File: src/i2cm_pkg.sv
// shared types and constants for the i2c register access unit
package i2cm_pkg;

  // command queue between front end and sequencer
  localparam int QDEPTH = 4;
  localparam int QAW    = $clog2(QDEPTH);
  localparam int QCW    = $clog2(QDEPTH + 1);

  // opcodes on the input channel
  localparam logic [1:0] OP_TICK  = 2'd0;
  localparam logic [1:0] OP_WRITE = 2'd1;
  localparam logic [1:0] OP_READ  = 2'd2;

  // configuration register indexes
  localparam logic [1:0] CFG_DEV_ADDR = 2'd0;
  localparam logic [1:0] CFG_HALF     = 2'd1;
  localparam logic [1:0] CFG_TIMEOUT  = 2'd2;

  // configuration reset values
  localparam logic [6:0] DEV_ADDR_RST = 7'd105;
  localparam logic [7:0] HALF_RST     = 8'd5;
  localparam logic [7:0] TIMEOUT_RST  = 8'd250;

  localparam int BYTE_BITS = 8;

  typedef enum logic [1:0] {
    KIND_TICK  = 2'd0,
    KIND_WRITE = 2'd1,
    KIND_READ  = 2'd2
  } kind_t;

  typedef struct packed {
    kind_t      kind;
    logic [7:0] reg_addr;
    logic [7:0] write_data;
    logic       sda_in;
  } item_t;

  typedef struct packed {
    logic           full;
    logic           empty;
    logic [QCW-1:0] count;
  } q_stat_t;

  // byte within the transfer
  typedef enum logic [1:0] {
    STG_ADDR_W = 2'd0,
    STG_REG    = 2'd1,
    STG_DATA   = 2'd2,
    STG_ADDR_R = 2'd3
  } stage_t;

  typedef enum logic [15:0] {
    PH_IDLE      = 16'h0001,
    PH_START_A   = 16'h0002,
    PH_START_B   = 16'h0004,
    PH_START_C   = 16'h0008,
    PH_BIT_LOW   = 16'h0010,
    PH_BIT_HIGH  = 16'h0020,
    PH_ACK_LOW   = 16'h0040,
    PH_ACK_HIGH  = 16'h0080,
    PH_RS_A      = 16'h0100,
    PH_RD_LOW    = 16'h0200,
    PH_RD_HIGH   = 16'h0400,
    PH_NACK_LOW  = 16'h0800,
    PH_NACK_HIGH = 16'h1000,
    PH_STOP_A    = 16'h2000,
    PH_STOP_B    = 16'h4000,
    PH_STOP_C    = 16'h8000
  } phase_t;

endpackage

File: src/i2cm_if.sv
// channel interfaces: input ticks, result items, configuration writes
interface i2cm_in_if;
  logic       valid;
  logic       ready;
  logic [1:0] opcode;
  logic [7:0] reg_addr;
  logic [7:0] write_data;
  logic       sda_in;

  modport source (output valid, opcode, reg_addr, write_data, sda_in, input ready);
  modport sink   (input valid, opcode, reg_addr, write_data, sda_in, output ready);
endinterface

interface i2cm_out_if;
  logic       valid;
  logic       ready;
  logic       scl;
  logic       sda_out;
  logic       sda_enable;
  logic       busy_res;
  logic       done_res;
  logic [7:0] read_data;
  logic       ack_error;

  modport source (output valid, scl, sda_out, sda_enable, busy_res, done_res, read_data,
                  ack_error, input ready);
  modport sink   (input valid, scl, sda_out, sda_enable, busy_res, done_res, read_data,
                  ack_error, output ready);
endinterface

interface i2cm_cfg_if;
  logic       valid;
  logic       ready;
  logic [1:0] addr;
  logic [7:0] wdata;

  modport source (output valid, addr, wdata, input ready);
  modport sink   (input valid, addr, wdata, output ready);
endinterface

File: src/i2cm_front.sv
// front end: takes input items and classifies the opcode
module i2cm_front
  import i2cm_pkg::*;
(
  i2cm_in_if.sink  in_ch,
  input  q_stat_t  qs,
  output logic     push_valid,
  output item_t    push_item
);

  kind_t kind;

  always_comb begin
    unique case (in_ch.opcode)
      OP_WRITE: kind = KIND_WRITE;
      OP_READ:  kind = KIND_READ;
      default:  kind = KIND_TICK;
    endcase
  end

  assign in_ch.ready          = !qs.full;
  assign push_valid           = in_ch.valid && !qs.full;
  assign push_item.kind       = kind;
  assign push_item.reg_addr   = in_ch.reg_addr;
  assign push_item.write_data = in_ch.write_data;
  assign push_item.sda_in     = in_ch.sda_in;

endmodule

File: src/i2cm_queue.sv
// short item queue between front end and sequencer
module i2cm_queue
  import i2cm_pkg::*;
(
  input  logic    clk,
  input  logic    rst_n,
  input  logic    push_valid,
  input  item_t   push_item,
  input  logic    pop,
  output item_t   head,
  output q_stat_t qs
);

  item_t          entry_r [QDEPTH];
  logic [QAW-1:0] wr_ptr_r, wr_ptr_nxt;
  logic [QAW-1:0] rd_ptr_r, rd_ptr_nxt;
  logic [QCW-1:0] count_r, count_nxt;

  always_comb begin
    wr_ptr_nxt = push_valid ? wr_ptr_r + QAW'(1) : wr_ptr_r;
    rd_ptr_nxt = pop ? rd_ptr_r + QAW'(1) : rd_ptr_r;
    count_nxt  = count_r + QCW'(push_valid) - QCW'(pop);
  end

  always_ff @(posedge clk) begin
    if (!rst_n) begin
      wr_ptr_r <= '0;
      rd_ptr_r <= '0;
      count_r  <= '0;
    end else begin
      wr_ptr_r <= wr_ptr_nxt;
      rd_ptr_r <= rd_ptr_nxt;
      count_r  <= count_nxt;
    end
  end

  always_ff @(posedge clk) begin
    if (push_valid) begin
      entry_r[wr_ptr_r] <= push_item;
    end
  end

  assign head     = entry_r[rd_ptr_r];
  assign qs.full  = (count_r == QCW'(QDEPTH));
  assign qs.empty = (count_r == '0);
  assign qs.count = count_r;

endmodule

File: src/i2cm_seq.sv
// back end: bus sequencer, configuration registers and result register
module i2cm_seq
  import i2cm_pkg::*;
(
  input  logic      clk,
  input  logic      rst_n,
  i2cm_cfg_if.sink  cfg_ch,
  input  item_t     head,
  input  q_stat_t   qs,
  output logic      pop,
  i2cm_out_if.source out_ch
);

  // configuration
  logic [6:0] dev_addr_r;
  logic [7:0] half_r;
  logic [7:0] timeout_r;

  // sequencer state
  phase_t     phase_r, phase_nxt;
  logic [3:0] bit_r, bit_nxt;
  logic [7:0] shift_r, shift_nxt;
  logic [7:0] tick_r, tick_nxt;
  logic [7:0] wait_r, wait_nxt;
  logic [7:0] held_reg_r, held_reg_nxt;
  logic [7:0] held_data_r, held_data_nxt;
  logic       is_read_r, is_read_nxt;
  logic [7:0] recv_r, recv_nxt;
  logic       err_r, err_nxt;
  stage_t     stage_r, stage_nxt;

  // result register
  logic       out_valid_r;
  logic       scl_r, sdo_r, en_r, busy_r, done_r;
  logic [7:0] rdata_r;
  logic       aerr_r;

  // step outputs
  logic       scl, sdo, en, busy, done;

  logic       take;

  assign take   = !out_valid_r || out_ch.ready;
  assign pop    = take && !qs.empty;
  assign cfg_ch.ready = 1'b1;

  always_ff @(posedge clk) begin
    if (!rst_n) begin
      dev_addr_r <= DEV_ADDR_RST;
      half_r     <= HALF_RST;
      timeout_r  <= TIMEOUT_RST;
    end else if (cfg_ch.valid) begin
      unique case (cfg_ch.addr)
        CFG_DEV_ADDR: dev_addr_r <= cfg_ch.wdata[6:0];
        CFG_HALF:     half_r     <= cfg_ch.wdata;
        CFG_TIMEOUT:  timeout_r  <= cfg_ch.wdata;
        default:      ;
      endcase
    end
  end

  always_comb begin
    phase_t     ph_e;
    logic [7:0] tick_e;
    logic [7:0] wait_e;
    stage_t     stage_e;
    logic       err_e;
    logic       msb;
    logic [7:0] seg_len;
    logic       seg_done;
    logic [7:0] tick_adv;
    logic [3:0] bit_inc;
    logic [7:0] shift_rd;

    ph_e          = phase_r;
    tick_e        = tick_r;
    wait_e        = wait_r;
    stage_e       = stage_r;
    err_e         = err_r;
    held_reg_nxt  = held_reg_r;
    held_data_nxt = held_data_r;
    is_read_nxt   = is_read_r;

    // start of a transfer takes effect on this tick
    if (phase_r == PH_IDLE && (head.kind == KIND_WRITE || head.kind == KIND_READ)) begin
      held_reg_nxt  = head.reg_addr;
      held_data_nxt = head.write_data;
      is_read_nxt   = (head.kind == KIND_READ);
      err_e         = 1'b0;
      stage_e       = STG_ADDR_W;
      tick_e        = '0;
      wait_e        = '0;
      ph_e          = PH_START_A;
    end

    msb      = shift_r[7];
    seg_len  = (half_r == '0) ? 8'd1 : half_r;
    seg_done = ({1'b0, tick_e} + 9'd1) >= {1'b0, seg_len};
    tick_adv = seg_done ? 8'd0 : tick_e + 8'd1;
    bit_inc  = bit_r + 4'd1;
    shift_rd = (tick_e == '0) ? {shift_r[6:0], head.sda_in} : shift_r;

    scl  = 1'b1;
    sdo  = 1'b1;
    en   = 1'b1;
    busy = 1'b1;
    done = 1'b0;

    phase_nxt = ph_e;
    tick_nxt  = tick_e;
    wait_nxt  = wait_e;
    bit_nxt   = bit_r;
    shift_nxt = shift_r;
    stage_nxt = stage_e;
    recv_nxt  = recv_r;
    err_nxt   = err_e;

    unique case (ph_e)
      PH_IDLE: begin
        busy = 1'b0;
      end
      PH_START_A: begin
        tick_nxt = tick_adv;
        if (seg_done) phase_nxt = PH_START_B;
      end
      PH_START_B: begin
        sdo      = 1'b0;
        tick_nxt = tick_adv;
        if (seg_done) phase_nxt = PH_START_C;
      end
      PH_START_C: begin
        scl      = 1'b0;
        sdo      = 1'b0;
        tick_nxt = tick_adv;
        if (seg_done) begin
          shift_nxt = {dev_addr_r, stage_e == STG_ADDR_R};
          bit_nxt   = '0;
          phase_nxt = PH_BIT_LOW;
        end
      end
      PH_BIT_LOW: begin
        scl      = 1'b0;
        sdo      = msb;
        tick_nxt = tick_adv;
        if (seg_done) phase_nxt = PH_BIT_HIGH;
      end
      PH_BIT_HIGH: begin
        sdo      = msb;
        tick_nxt = tick_adv;
        if (seg_done) begin
          shift_nxt = {shift_r[6:0], 1'b0};
          bit_nxt   = bit_inc;
          if (bit_inc >= 4'(BYTE_BITS)) begin
            wait_nxt  = '0;
            phase_nxt = PH_ACK_LOW;
          end else begin
            phase_nxt = PH_BIT_LOW;
          end
        end
      end
      PH_ACK_LOW: begin
        scl      = 1'b0;
        sdo      = 1'b0;
        en       = 1'b0;
        tick_nxt = tick_adv;
        if (seg_done) phase_nxt = PH_ACK_HIGH;
      end
      PH_ACK_HIGH: begin
        sdo = 1'b0;
        en  = 1'b0;
        if (!head.sda_in && seg_done) begin
          tick_nxt = '0;
          wait_nxt = '0;
          unique case (stage_e)
            STG_ADDR_W: begin
              stage_nxt = STG_REG;
              shift_nxt = held_reg_r;
              bit_nxt   = '0;
              phase_nxt = PH_BIT_LOW;
            end
            STG_REG: begin
              if (is_read_r) begin
                stage_nxt = STG_ADDR_R;
                phase_nxt = PH_RS_A;
              end else begin
                stage_nxt = STG_DATA;
                shift_nxt = held_data_r;
                bit_nxt   = '0;
                phase_nxt = PH_BIT_LOW;
              end
            end
            STG_DATA: begin
              phase_nxt = PH_STOP_A;
            end
            default: begin
              shift_nxt = '0;
              bit_nxt   = '0;
              phase_nxt = PH_RD_LOW;
            end
          endcase
        end else begin
          if (!seg_done) tick_nxt = tick_e + 8'd1;
          if (head.sda_in) begin
            if (wait_e >= timeout_r) begin
              err_nxt   = 1'b1;
              tick_nxt  = '0;
              wait_nxt  = '0;
              phase_nxt = PH_STOP_A;
            end else begin
              wait_nxt = wait_e + 8'd1;
            end
          end
        end
      end
      PH_RS_A: begin
        scl      = 1'b0;
        tick_nxt = tick_adv;
        if (seg_done) phase_nxt = PH_START_A;
      end
      PH_RD_LOW: begin
        scl      = 1'b0;
        sdo      = 1'b0;
        en       = 1'b0;
        tick_nxt = tick_adv;
        if (seg_done) phase_nxt = PH_RD_HIGH;
      end
      PH_RD_HIGH: begin
        sdo       = 1'b0;
        en        = 1'b0;
        shift_nxt = shift_rd;
        tick_nxt  = tick_adv;
        if (seg_done) begin
          bit_nxt = bit_inc;
          if (bit_inc >= 4'(BYTE_BITS)) begin
            recv_nxt  = shift_rd;
            phase_nxt = PH_NACK_LOW;
          end else begin
            phase_nxt = PH_RD_LOW;
          end
        end
      end
      PH_NACK_LOW: begin
        scl      = 1'b0;
        tick_nxt = tick_adv;
        if (seg_done) phase_nxt = PH_NACK_HIGH;
      end
      PH_NACK_HIGH: begin
        tick_nxt = tick_adv;
        if (seg_done) phase_nxt = PH_STOP_A;
      end
      PH_STOP_A: begin
        scl      = 1'b0;
        sdo      = 1'b0;
        tick_nxt = tick_adv;
        if (seg_done) phase_nxt = PH_STOP_B;
      end
      PH_STOP_B: begin
        sdo      = 1'b0;
        tick_nxt = tick_adv;
        if (seg_done) phase_nxt = PH_STOP_C;
      end
      PH_STOP_C: begin
        tick_nxt = tick_adv;
        if (seg_done) begin
          phase_nxt = PH_IDLE;
          done      = 1'b1;
        end
      end
      default: begin
        busy      = 1'b0;
        phase_nxt = PH_IDLE;
      end
    endcase
  end

  always_ff @(posedge clk) begin
    if (!rst_n) begin
      phase_r     <= PH_IDLE;
      bit_r       <= '0;
      shift_r     <= '0;
      tick_r      <= '0;
      wait_r      <= '0;
      held_reg_r  <= '0;
      held_data_r <= '0;
      is_read_r   <= 1'b0;
      recv_r      <= '0;
      err_r       <= 1'b0;
      stage_r     <= STG_ADDR_W;
      out_valid_r <= 1'b0;
    end else begin
      if (pop) begin
        phase_r     <= phase_nxt;
        bit_r       <= bit_nxt;
        shift_r     <= shift_nxt;
        tick_r      <= tick_nxt;
        wait_r      <= wait_nxt;
        held_reg_r  <= held_reg_nxt;
        held_data_r <= held_data_nxt;
        is_read_r   <= is_read_nxt;
        recv_r      <= recv_nxt;
        err_r       <= err_nxt;
        stage_r     <= stage_nxt;
      end
      if (pop) begin
        out_valid_r <= 1'b1;
      end else if (out_ch.ready) begin
        out_valid_r <= 1'b0;
      end
    end
  end

  always_ff @(posedge clk) begin
    if (pop) begin
      scl_r   <= scl;
      sdo_r   <= sdo;
      en_r    <= en;
      busy_r  <= busy;
      done_r  <= done;
      rdata_r <= recv_nxt;
      aerr_r  <= err_nxt;
    end
  end

  assign out_ch.valid      = out_valid_r;
  assign out_ch.scl        = scl_r;
  assign out_ch.sda_out    = sdo_r;
  assign out_ch.sda_enable = en_r;
  assign out_ch.busy_res   = busy_r;
  assign out_ch.done_res   = done_r;
  assign out_ch.read_data  = rdata_r;
  assign out_ch.ack_error  = aerr_r;

endmodule

File: src/i2c_master_register_access_unit.sv
// top level of the i2c single-byte register read/write master
// an accepted tick item is written into the queue, then popped into the result register
// throughput: one tick item per cycle while the result receiver does not stall
// the queue holds up to four items so input and output stall independently
// reset: synchronous active-low rst_n empties the queue, idles the bus
// sequencer and restores device address 105, half period 5, ack timeout 250
module i2c_master_register_access_unit
  import i2cm_pkg::*;
(
  input  logic        clk,
  input  logic        rst_n,
  i2cm_in_if.sink     in_ch,
  i2cm_out_if.source  out_ch,
  i2cm_cfg_if.sink    cfg_ch
);

  // front end to queue
  logic    push_valid;
  item_t   push_item;

  // queue to sequencer
  item_t   head;
  q_stat_t qs;
  logic    pop;

  // front end: handshake on the input channel and opcode classification
  i2cm_front u_front (
    .in_ch      (in_ch),
    .qs         (qs),
    .push_valid (push_valid),
    .push_item  (push_item)
  );

  // decoupling queue, lets the sequencer stall on the result side alone
  i2cm_queue u_queue (
    .clk        (clk),
    .rst_n      (rst_n),
    .push_valid (push_valid),
    .push_item  (push_item),
    .pop        (pop),
    .head       (head),
    .qs         (qs)
  );

  // back end: one bus tick per popped item, result held in an output register
  i2cm_seq u_seq (
    .clk    (clk),
    .rst_n  (rst_n),
    .cfg_ch (cfg_ch),
    .head   (head),
    .qs     (qs),
    .pop    (pop),
    .out_ch (out_ch)
  );

`ifndef SYNTHESIS
  // queue occupancy never goes past its depth
  a_q_bound: assert property (@(posedge clk) disable iff (!rst_n)
    qs.count <= QCW'(QDEPTH))
    else $error("queue count over depth");

  // a waiting item with a free result slot always produces a result next cycle
  a_drain: assert property (@(posedge clk) disable iff (!rst_n)
    (!qs.empty && out_ch.ready) |=> out_ch.valid)
    else $error("queued item not processed");

  // released sda is always reported low
  a_release: assert property (@(posedge clk) disable iff (!rst_n)
    (out_ch.valid && !out_ch.sda_enable) |-> !out_ch.sda_out)
    else $error("sda_out high while released");

  // end of a transfer is always inside a busy tick
  a_done_busy: assert property (@(posedge clk) disable iff (!rst_n)
    (out_ch.valid && out_ch.done_res) |-> out_ch.busy_res)
    else $error("done without busy");
`endif

endmodule

File: src/flat_wrapper.sv
// flat-port wrapper written by rule: the top's interface ports become plain ports
module i2c_master_register_access_unit_flat import i2cm_pkg::*;
  (clk, rst_n, in_ch_valid, in_ch_opcode, in_ch_reg_addr, in_ch_write_data, in_ch_sda_in, in_ch_ready, out_ch_valid, out_ch_scl, out_ch_sda_out, out_ch_sda_enable, out_ch_busy_res, out_ch_done_res, out_ch_read_data, out_ch_ack_error, out_ch_ready, cfg_ch_valid, cfg_ch_addr, cfg_ch_wdata, cfg_ch_ready);
  i2cm_in_if in_ch_i ();
  i2cm_out_if out_ch_i ();
  i2cm_cfg_if cfg_ch_i ();
  input  logic clk;
  input  logic rst_n;
  input wire logic [$bits(in_ch_i.valid)-1:0] in_ch_valid;
  input wire logic [$bits(in_ch_i.opcode)-1:0] in_ch_opcode;
  input wire logic [$bits(in_ch_i.reg_addr)-1:0] in_ch_reg_addr;
  input wire logic [$bits(in_ch_i.write_data)-1:0] in_ch_write_data;
  input wire logic [$bits(in_ch_i.sda_in)-1:0] in_ch_sda_in;
  output wire logic [$bits(in_ch_i.ready)-1:0] in_ch_ready;
  output wire logic [$bits(out_ch_i.valid)-1:0] out_ch_valid;
  output wire logic [$bits(out_ch_i.scl)-1:0] out_ch_scl;
  output wire logic [$bits(out_ch_i.sda_out)-1:0] out_ch_sda_out;
  output wire logic [$bits(out_ch_i.sda_enable)-1:0] out_ch_sda_enable;
  output wire logic [$bits(out_ch_i.busy_res)-1:0] out_ch_busy_res;
  output wire logic [$bits(out_ch_i.done_res)-1:0] out_ch_done_res;
  output wire logic [$bits(out_ch_i.read_data)-1:0] out_ch_read_data;
  output wire logic [$bits(out_ch_i.ack_error)-1:0] out_ch_ack_error;
  input wire logic [$bits(out_ch_i.ready)-1:0] out_ch_ready;
  input wire logic [$bits(cfg_ch_i.valid)-1:0] cfg_ch_valid;
  input wire logic [$bits(cfg_ch_i.addr)-1:0] cfg_ch_addr;
  input wire logic [$bits(cfg_ch_i.wdata)-1:0] cfg_ch_wdata;
  output wire logic [$bits(cfg_ch_i.ready)-1:0] cfg_ch_ready;
  assign in_ch_i.valid = in_ch_valid;
  assign in_ch_i.opcode = in_ch_opcode;
  assign in_ch_i.reg_addr = in_ch_reg_addr;
  assign in_ch_i.write_data = in_ch_write_data;
  assign in_ch_i.sda_in = in_ch_sda_in;
  assign in_ch_ready = in_ch_i.ready;
  assign out_ch_valid = out_ch_i.valid;
  assign out_ch_scl = out_ch_i.scl;
  assign out_ch_sda_out = out_ch_i.sda_out;
  assign out_ch_sda_enable = out_ch_i.sda_enable;
  assign out_ch_busy_res = out_ch_i.busy_res;
  assign out_ch_done_res = out_ch_i.done_res;
  assign out_ch_read_data = out_ch_i.read_data;
  assign out_ch_ack_error = out_ch_i.ack_error;
  assign out_ch_i.ready = out_ch_ready;
  assign cfg_ch_i.valid = cfg_ch_valid;
  assign cfg_ch_i.addr = cfg_ch_addr;
  assign cfg_ch_i.wdata = cfg_ch_wdata;
  assign cfg_ch_ready = cfg_ch_i.ready;
  i2c_master_register_access_unit u_core (.clk(clk), .rst_n(rst_n), .in_ch(in_ch_i), .out_ch(out_ch_i), .cfg_ch(cfg_ch_i));
endmodule
File: config.mk
export PLATFORM = sky130hd
export DESIGN_NAME = i2c_master_register_access_unit_flat
export DESIGN_NICKNAME = d
export VERILOG_FILES = /design/src/i2cm_pkg.sv /design/src/i2cm_if.sv /design/src/i2cm_front.sv /design/src/i2cm_queue.sv /design/src/i2cm_seq.sv /design/src/i2c_master_register_access_unit.sv /design/src/flat_wrapper.sv
export SDC_FILE = /design/constraint.sdc
export NUM_CORES = 1
export LEC_CHECK = 0
export BUFFER_PORTS_ARGS = -buffer_cell sky130_fd_sc_hd__buf_2
export CAP_MARGIN = 20
export CORE_ASPECT_RATIO = 0.7
export CORE_MARGIN = 3
export CORE_UTILIZATION = 35
export DETAILED_ROUTE_END_ITERATION = 6
export PLACE_DENSITY = 0.48
export SLEW_MARGIN = 20
export SYNTH_ARGS = -nofsm -noshare
export SYNTH_HDL_FRONTEND = slang
export SYNTH_SLANG_ARGS = --single-unit
File: constraint.sdc
create_clock -name clk -period 8.41 [get_ports clk]
set_input_delay 2.1025 -clock clk [delete_from_list [all_inputs] [get_ports clk]]
set_output_delay 2.1025 -clock clk [all_outputs]
set_load 0.01 [all_outputs]
### After elaboration in Yosys (flattened, before gate mapping)

Memory sizes are Yosys's and may differ from the RTL's. A register that Yosys moved wholly into a read port is not among the register bits.
Index checks and enable logic that the tools add are counted.

| word-level totals | value |
|---|---|
| memories | 1 |
| input bits | 34 |
| bits in writable memories | 76 |
| output and inout port bits | 17 |
| bits in registers | 117 |
| logic and storage cells | 177 |

| operators by class | value |
|---|---|
| magnitude comparators | 3 |
| reduce and logical (&&, ||, !) cells | 31 |
| multiplexer cells | 76 |
| add/subtract/negate cells | 8 |
| equality and inequality tests | 33 |

Memories:

| memory | words | width | read ports | clocked after Yosys merged registers in | write ports | line | RTL |
|---|---|---|---|---|---|---|---|
| u_core.u_queue.entry_r | 4 | 19 | 1 | 1 | 1 | i2cm_queue.sv:14 | `item_t entry_r [QDEPTH];` |

Operators by type and width:

| operator | count |
|---|---|
| $mux W16 | 18 |
| $pmux W16 S16 | 1 |
| $mux W8 | 21 |
| $pmux W14 S3 | 1 |
| $eq A16 B1 Y1 const B | 2 |
| $pmux W8 S2 | 2 |
| $pmux W8 S4 | 1 |
| $pmux W8 S3 | 1 |
| $add A8 B1 Y8 const B | 2 |
| $eq A16 B10 Y1 const B | 1 |
| $eq A16 B11 Y1 const B | 1 |
| $eq A16 B12 Y1 const B | 1 |
| $eq A16 B13 Y1 const B | 1 |
| $eq A16 B14 Y1 const B | 1 |
| $eq A16 B15 Y1 const B | 1 |
| $eq A16 B16 Y1 const B | 1 |
| $eq A16 B2 Y1 const B | 1 |
| $eq A16 B3 Y1 const B | 1 |
| $eq A16 B4 Y1 const B | 1 |
| $eq A16 B5 Y1 const B | 1 |
| $eq A16 B6 Y1 const B | 1 |
| $eq A16 B7 Y1 const B | 1 |
| $eq A16 B8 Y1 const B | 1 |
| $eq A16 B9 Y1 const B | 1 |
| other kinds (41) | 87 |

### Depth between registers and ports, before layout

Gate-level depths: netlist of run 1.

| logic depth | value |
|---|---|
| word-level depth | 11 |
| gate-level depth with buffers | 26 |

### Cells and area by module

A second synthesis of run 1 with hierarchy kept.

| second synthesis, totals | value |
|---|---|
| cells, all modules | 956 |
| area, all modules | 9,909.5 um2 |

Modules (own cells, without submodules):

| module | sequential area each (um2) | instances | area each (um2) | cells each |
|---|---|---|---|---|
| i2cm_seq | 2,342.2 | 1 | 6,528.8 | 793 |
| i2cm_queue | 2,462.4 | 1 | 3,228.1 | 142 |
| i2cm_front | 0.0 | 1 | 152.6 | 21 |

### Worst setup path before layout of run 1

Ideal clock, no wire load.

| path | value |
|---|---|
| path type | register to register |
| start | reg with a tool-made name |
| end | reg u_core.u_seq.tick_r[0] |
| buffers on the path | 4 |
| stages on the path, launching flop included | 26 |
| data required time | 8.329 ns |
| setup time | 0.081 ns |
| arrival | 5.955 ns |
| setup slack | 2.375 ns |
| cell sequence | dfxtp_1 > buf_2 > buf_1 > mux4_2 > ha_1 > nor3b_1 > and2_1 > nand2_1 > clkbuf_1 > nand2_1 > inv_1 > ha_1 > nand3_1 > nor2_1 > xnor2_1 > nor2_1 > ha_1 > a21o_1 > a21o_1 > a211oi_1 > nand2_1 > inv_1 > buf_2 > ha_1 > nand2b_1 > a41oi_1 |

RTL lines:

| element | line | RTL |
|---|---|---|
| end signal, assigned | i2cm_seq.sv:295 | `tick_r <= tick_nxt;` |
| end, declared | i2cm_seq.sv:23 | `logic [7:0] tick_r, tick_nxt;` |

==> results of run 1 <==
## cells by family (layout without fill, tap and decap cells)
logic type	Yosys count	in the layout	share of synthesized area [%]
mux	44	44	6.950
compound gates	237	237	16.06
fa+ha+maj	29	29	3.789
buf+inv	102	137	4.288
simple gates	334	334	17.57
xor+xnor	24	24	2.150
other cells	1	1	0.03836
flops	195	195	49.15
## worst paths after layout
kind / startpoint / to / slack (ps)
max: flip-flop / u_core.u_seq.shift_r[4]$_SDFFE_PN0P_ / 1860
max reg2reg: flip-flop / u_core.u_seq.shift_r[4]$_SDFFE_PN0P_ / 1860
min reg2reg: u_core.u_seq.held_data_r[3]$_SDFFE_PN0P_ / u_core.u_seq.held_data_r[3]$_SDFFE_PN0P_ / 460
min: u_core.u_seq.held_data_r[3]$_SDFFE_PN0P_ / u_core.u_seq.held_data_r[3]$_SDFFE_PN0P_ / 460
## routing by layer
layer / vias to the layer above / wire [microns] / track usage (%)
met4: 0 / 192 / 3.995
met2: 282 / 10620 / 23.08
met1: 3685 / 14180 / 30.14
met5: - / 0 / 0
li1: 3644 / - / -
met3: 13 / 2141 / 4.494
## sequential cells by signal, summed over array words and instances (netlist names), 2 cells and up, named ones only
name / count
u_core.u_seq.out_ch.read_data: 8
u_core.u_seq.held_reg_r: 8
u_core.u_queue.wr_ptr_r: 2
u_core.u_seq.half_r: 8
u_core.u_seq.shift_r: 8
u_core.u_queue.count_r: 3
u_core.u_seq.timeout_r: 8
u_core.u_seq.tick_r: 8
u_core.u_seq.held_data_r: 8
u_core.u_queue.entry_r: 76
u_core.u_queue.rd_ptr_r: 2
u_core.u_seq.dev_addr_r: 7
u_core.u_seq.wait_r: 8
u_core.u_seq.bit_r: 4
u_core.u_seq.recv_r: 8
u_core.u_seq.phase_r: 16
u_core.u_seq.stage_r: 2
## power breakdown
part	switching [uW]	leakage [uW]	internal, uW
clock	381	0.000316	535
combinational	880	0.00195	391
sequential	77.7	0.00168	1140
total	1340	0.00395	2070
## area by class of cell
type / count / area share (%)
multi-input combinational: 669 / 41.50
sequential: 195 / 43.80
timing repair buffer: 62 / 3.125
clock buffer: 19 / 3.946
tap: 364 / 4.151
inverter: 43 / 1.471
clock inverter: 13 / 2.007
## cell usage after synthesis (6+ instances only)
cell      number  area, sq um
ha_1          28        350.3
nand3_1       30        150.1
nor3_1        18        90.09
and3_1        10        62.56
a211oi_1      11        82.58
edfxtp_1      90         2703
and2_1        16        100.1
nand3b_1       7        52.55
inv_1         42        157.7
o211ai_1      15        112.6
nor3b_1        6        45.04
nand2_1      111        416.7
a22o_1         6        52.55
dfxtp_1      105         2102
a211o_1        7        61.31
mux4_2        19        427.9
o31ai_1        8        60.06
o21ai_0       40        200.2
nand4_1       12        75.07
nor4_1        11        68.82
nor2_1        68        255.2
xnor2_1       19        166.4
buf_2         11        55.05
o22ai_1        9        56.30
a21oi_1       74        370.4
nand4b_1       6        52.55
a221o_1        8        80.08
a31oi_1       14        87.58
mux2i_1       24        240.2
clkbuf_1      36        135.1
buf_1          7        26.28
## through the flow
stage / cell area (sq um) / std cells
floorplan: 9776 / 966
global placement: 10320 / 1333
detailed placement: 10320 / 1333
CTS: 10970 / 1365
global route: 10970 / 1365
finish: 10970 / 1365
## tightest hold or removal path, stage by stage (launching register included)
cell	delay (ps)
dfxtp_1	310
nand2_1	50
a21oi_1	50
==> results.json, run 1 <==
{
  "final_common_cell": "nand2_1",
  "synth-seq-cells": 195,
  "grt_pass1_vias": 7106,
  "antenna_found_initial": 0,
  "start_util_pct": 36.09,
  "worstPathBufferInverterCount": 3,
  "finalCritPeriodShare_pct": 77.89,
  "violations": "DRC",
  "clockBufferDepth": 2,
  "layout_common_cells": "nand2_1, dfxtp_1, edfxtp_1",
  "synth_cells": 966,
  "grt-ovfl-total": 0,
  "rows": 50,
  "crit_type": "flip-flop to flip-flop",
  "multiInputGateArea_sq_mm": 0.004553,
  "fillers": 2696,
  "drc": 1,
  "drt_wl_total_microns": 27130,
  "gr-usage-all-layers_pct": 18.19,
  "holdBufCountCts": 0,
  "power_density_mw_per_mm2": 310.4,
  "setup_tns_ps": 0,
  "endpoint_kind": "flip-flop",
  "dieHeight_microns": 145.8,
  "cp_common_cell": "nand2_1",
  "htreeDepth": 4,
  "critPathTopFamily": "simple AND/OR/NAND/NOR gates",
  "total_power_uw": 3405,
  "async_flop_share_pct": 0,
  "tightestPinTransition_ps": 1075,
  "slew_headroom_pct": 28.36,
  "vias": 7624,
  "synth-edff-count": 90,
  "fp.dieW_microns": 205.8,
  "die-area_sq_mm": 0.03000,
  "clk_latency_ps": 450,
  "place_congestion": 0.8579,
  "drtPass1Iterations": 7,
  "viasPerCell": 5.585,
  "cap_viol_max_count": 0,
  "finalSetupViolations": 0,
  "io_pins": 51,
  "hold_class": "flip-flop to flip-flop",
  "ir_drop_mv": 0.1781,
  "post_cts_buffers": 0,
  "final_hold_viol_count": 0,
  "final_core_util_pct": 40.50,
  "cp_cell_sequence": "buf_4 -> mux4_2 -> ha_1 -> nor3b_1 -> nand2_1 -> nor2_1 -> nor2_1 -> ha_1 -> a21o_1 -> a21o_1 -> a211oi_1 -> nand2_1 -> buf_4 -> inv_1 -> nand2_1 -> or3b_1 -> mux2i_1",
  "cp.depth": 17,
  "setup_slack_ps": 1859,
  "maxSlewViolCount": 0,
  "cts_buffers": 17,
  "rsz0062_at_grt": "no",
  "antenna_left": 0,
  "synth_flop_cell": "dfxtp_1",
  "path_clk_slew_ps": 70,
  "synth_fp_nets": 1029,
  "cellLeakagePower_uw": 0.003951,
  "syn_to_final_growth_pct": 12.22,
  "ctsResizeCount": 0,
  "nNetsFinal": 1051,
  "diodes": 0,
  "crit_path_top_delay_cell": "nor2_1",
  "ys_types": 84,
  "grt_max_degree": 62,
  "cp-start-kind": "flip-flop",
  "core_area_sq_mm": 0.02709,
  "pre_cts_ws_ps": 2030,
  "max_freq_mhz": 152.7,
  "seqCellArea_sq_mm": 0.004805,
  "period_needed_ps": 6551,
  "syn_avg_cell_area_sq_um": 10.12,
  "cts_root_buf": "clkbuf_16",
  "cts_tree": "done",
  "whs_path_depth": 2,
  "status": "finished, violations left",
  "synth_seq_area_share_pct": 49.15,
  "io_buffer_count": 49,
  "dp_hpwl_microns": 18850,
  "crit_arrival_ps": 6920,
  "grt_pass1_wl_microns": 42150,
  "max_stage_delay_ps": 860,
  "crit_fanout": 24,
  "whs_ps": 455.6,
  "drt_iter0_drc": 607,
  "synth_warnings": 0,
  "required_ps": 8770,
  "final_layout_size_suffix_gt1_share_pct": 13.59,
  "worstRegToRegCells": 17,
  "finClkSkew_ps": 13.90,
  "wl_per_cell_microns": 19.87,
  "cts.sink_count": 195,
  "netlist_area_sq_mm": 0.009776
}
Note: power is estimated with default switching activity, not from simulation.
==> run 2: changes to the inputs <==
--- a/config.mk
+++ b/config.mk
@@ -5,13 +5,14 @@
 export SDC_FILE = /design/constraint.sdc
 export NUM_CORES = 1
 export LEC_CHECK = 0
+export ABC_AREA = 1
 export BUFFER_PORTS_ARGS = -buffer_cell sky130_fd_sc_hd__buf_2
 export CAP_MARGIN = 20
 export CORE_ASPECT_RATIO = 0.7
 export CORE_MARGIN = 3
 export CORE_UTILIZATION = 35
 export DETAILED_ROUTE_END_ITERATION = 6
-export PLACE_DENSITY = 0.48
+export PLACE_DENSITY = 0.47
 export SLEW_MARGIN = 20
 export SYNTH_ARGS = -nofsm -noshare
 export SYNTH_HDL_FRONTEND = slang
==> constraint.sdc (replaced) <==
create_clock -name clk -period 6.1 [get_ports clk]
set_input_delay 1.525 -clock clk [delete_from_list [all_inputs] [get_ports clk]]
set_output_delay 1.525 -clock clk [all_outputs]
set_load 0.01 [all_outputs]
==> results.json, run 2 <==
{
  "period_needed_ps": 5484,
  "synth_cells": 1303,
  "crit_path_top_delay_cell": "inv_2",
  "gr-usage-all-layers_pct": 18.35,
  "crit_type": "flip-flop to flip-flop",
  "dieHeight_microns": 149.7,
  "synth_warnings": 0,
  "netlist_area_sq_mm": 0.01033,
  "crit_arrival_ps": 5840,
  "synth_fp_nets": 1366,
  "hold_class": "flip-flop to flip-flop",
  "synth_seq_area_share_pct": 46.51,
  "grt_pass1_vias": 7945,
  "total_power_uw": 5628,
  "top_regs": "u_core.u_queue.entry_r x76, u_core.u_seq.phase_r x16",
  "setup_tns_ps": 0,
  "cts_buffers": 17,
  "drt_wl_total_microns": 28170,
  "holdBufCountCts": 0,
  "async_flop_share_pct": 0,
  "critPathTopFamily": "simple AND/OR/NAND/NOR gates",
  "final_layout_size_suffix_gt1_share_pct": 10.57,
  "synth_top_cell_by_area": "edfxtp_1",
  "largest_reg_flops": 76,
  "wl_per_cell_microns": 16.43,
  "vias": 8627,
  "grt_max_degree": 69,
  "p_int_uw": 3019,
  "r2r-end": "u_core.u_seq.bit_r[2]$_SDFFE_PN0P_",
  "setup.worst_path.end": "u_core.u_seq.bit_r[2]$_SDFFE_PN0P_",
  "rows": 51,
  "p_sw_uw": 2609,
  "r2r_slack_ps": 620,
  "antenna_left": 0,
  "synth-seq-cells": 195,
  "layout_common_cells": "nand2_1, inv_1, nor2_1",
  "cap_viol_max_count": 0,
  "synthTopCellsByArea": "edfxtp_1, dfxtp_1, nand2_1",
  "grt_pass1_wl_microns": 45020,
  "drc": 0,
  "viasPerCell": 5.030,
  "cts.sink_count": 195,
  "synth_compound_area_share_pct": 14.85,
  "synthAdderAreaFrac_pct": 3.585,
  "fp.dieW_microns": 211.3,
  "yosys-mux-area-fraction_pct": 0,
  "grt-ovfl-total": 0,
  "worstRegToRegCells": 31,
  "htreeDepth": 4,
  "cp_common_cell": "nand2_1",
  "top_register": "u_core.u_queue.entry_r",
  "power_density_mw_per_mm2": 491.1,
  "clk_latency_ps": 450,
  "drt_iter0_drc": 702,
  "yosys.area_share.simple_pct": 25.31,
  "worstPathBufferInverterCount": 4,
  "rsz0062_at_grt": "no",
  "maxSlewViolCount": 0,
  "final_common_cell": "nand2_1",
  "comb_power_share_pct": 49.6,
  "io_buffer_count": 49,
  "synth_top_area_share_pct": 26.16,
  "clockBufferDepth": 2,
  "cts_root_buf": "clkbuf_16",
  "place_congestion": 0.8700,
  "cts_tree": "done",
  "synth-edff-count": 90,
  "path_clk_slew_ps": 70,
  "status": "complete, no violations",
  "synth.most_common_cell": "nand2_1",
  "slew_headroom_pct": 38.79,
  "finClkSkew_ps": 13.08,
  "final_hold_viol_count": 0,
  "antenna_found_initial": 0,
  "seqPwrFrac_pct": 31.1,
  "finalSetupViolations": 0,
  "endpoint_kind": "flip-flop",
  "ir_drop_mv": 0.4246,
  "nNetsFinal": 1394,
  "syn_avg_cell_area_sq_um": 7.928,
  "synth_xor_area_share_pct": 0.5087,
  "ys_types": 51,
  "core_area_sq_mm": 0.02840,
  "cp.depth": 31,
  "die-area_sq_mm": 0.03164,
  "required_ps": 6460,
  "io_pins": 51,
  "crit_fanout": 25,
  "cp-start-kind": "flip-flop",
  "synth_flop_cell": "dfxtp_1",
  "max_stage_delay_ps": 480,
  "synthTopCellsByCount": "nand2_1, inv_1, nor2_1",
  "finalCritPeriodShare_pct": 89.90,
  "p_sw_share_pct": 46.36,
  "max_freq_mhz": 182.4,
  "tightestPinTransition_ps": 912.4,
  "place_area_sq_mm": 0.01089,
  "syn_to_final_growth_pct": 10.94,
  "power_frac_clock_pct": 19.3,
  "start_util_pct": 36.38,
  "fin_area_sq_mm": 0.01146,
  "dp_hpwl_microns": 19960,
  "cellLeakagePower_uw": 0.004833,
  "drtPass1Iterations": 5,
  "synth_top_family_by_area": "simple AND/OR/NAND/NOR gates",
  "diodes": 0
}
==> run 2: final cells by class <==
cell class,instances,area (sq um)
Sequential cell,195,4805
Timing Repair Buffer,61,335.3
Clock buffer,24,481.7
Clock inverter,8,76.32
Tap cell,371,464.2
Fill cell,2858,16940
Inverter,185,694.4
Multi-Input combinational cell,871,4603
==> run 2: how the worst min path moves through the flow <==
stage,startpoint,to,depth (start not counted)
6_report,u_core.u_seq.half_r[0]$_SDFFE_PN1P_,u_core.u_seq.half_r[0]$_SDFFE_PN1P_,2
5_1_grt,u_core.u_seq.half_r[0]$_SDFFE_PN1P_,u_core.u_seq.half_r[0]$_SDFFE_PN1P_,2
4_1_cts,u_core.u_seq.half_r[0]$_SDFFE_PN1P_,u_core.u_seq.half_r[0]$_SDFFE_PN1P_,2
3_5_place_dp,u_core.u_seq.half_r[0]$_SDFFE_PN1P_,u_core.u_seq.half_r[0]$_SDFFE_PN1P_,2
3_3_place_gp,u_core.u_seq.half_r[0]$_SDFFE_PN1P_,u_core.u_seq.half_r[0]$_SDFFE_PN1P_,2
2_1_floorplan,u_core.u_seq.dev_addr_r[3]$_SDFFE_PN1P_,u_core.u_seq.dev_addr_r[3]$_SDFFE_PN1P_,2
==> run 2: cell families (layout without fill, tap and decap cells) <==
kind of cell,count (synthesis),count (layout)
fa+ha+maj,29,29
simple gates,566,566
buf+inv,237,278
other cells,1,1
compound gates,269,269
xor+xnor,6,6
flops,195,195
==> run 2: power by group through the flow <==
stage	registers, uW	logic [uW]	clock network (uW)
finish	1750	2790	1090
global route	1780	3160	1170
CTS	1750	2790	1120
detailed placement	1780	2780	0
global placement	1780	2780	0
floorplan	1780	2110	0
==> run 2: what timing repair did <==
action | 4_1_cts | 5_1_grt
gates resized for setup | 0 | 1
setup buffers | 0 | 0
setup endpoints to repair | 0 | 8
==> run 2: worst register-to-register path: cells and delay by family, from the launching register on <==
kind / cells / cell delay [ps]
adder cells (fa/ha/maj): 3 / 830
XOR/XNOR: 1 / 260
AO/OA/AOI/OAI: 3 / 700
flip-flops: 1 / 310
buffers and inverters: 4 / 1090
AND/OR/NAND/NOR: 20 / 2220
==> run 2: stage by stage <==
stage,setup WS (ps),cells,hold WS (ps),utilization [%]
floorplan,1240,1303,429.2,-
global placement,769.4,1683,447.6,38.36
global route,153.8,1715,487.0,40.36
detailed placement,554.9,1683,451.5,38.36
finish,616.3,1715,466.3,40.36
CTS,516.5,1715,467.5,40.33
==> run 2: metal layers <==
| layer | global-route usage, % | vias to the layer above | wire length, microns |
|---|---|---|---|
| met5 | 0 | - | 0 |
| li1 | - | 4429 | - |
| met4 | 4.483 | 0 | 284 |
| met2 | 23.89 | 211 | 10710 |
| met1 | 29.95 | 3966 | 15500 |
| met3 | 3.814 | 21 | 1678 |
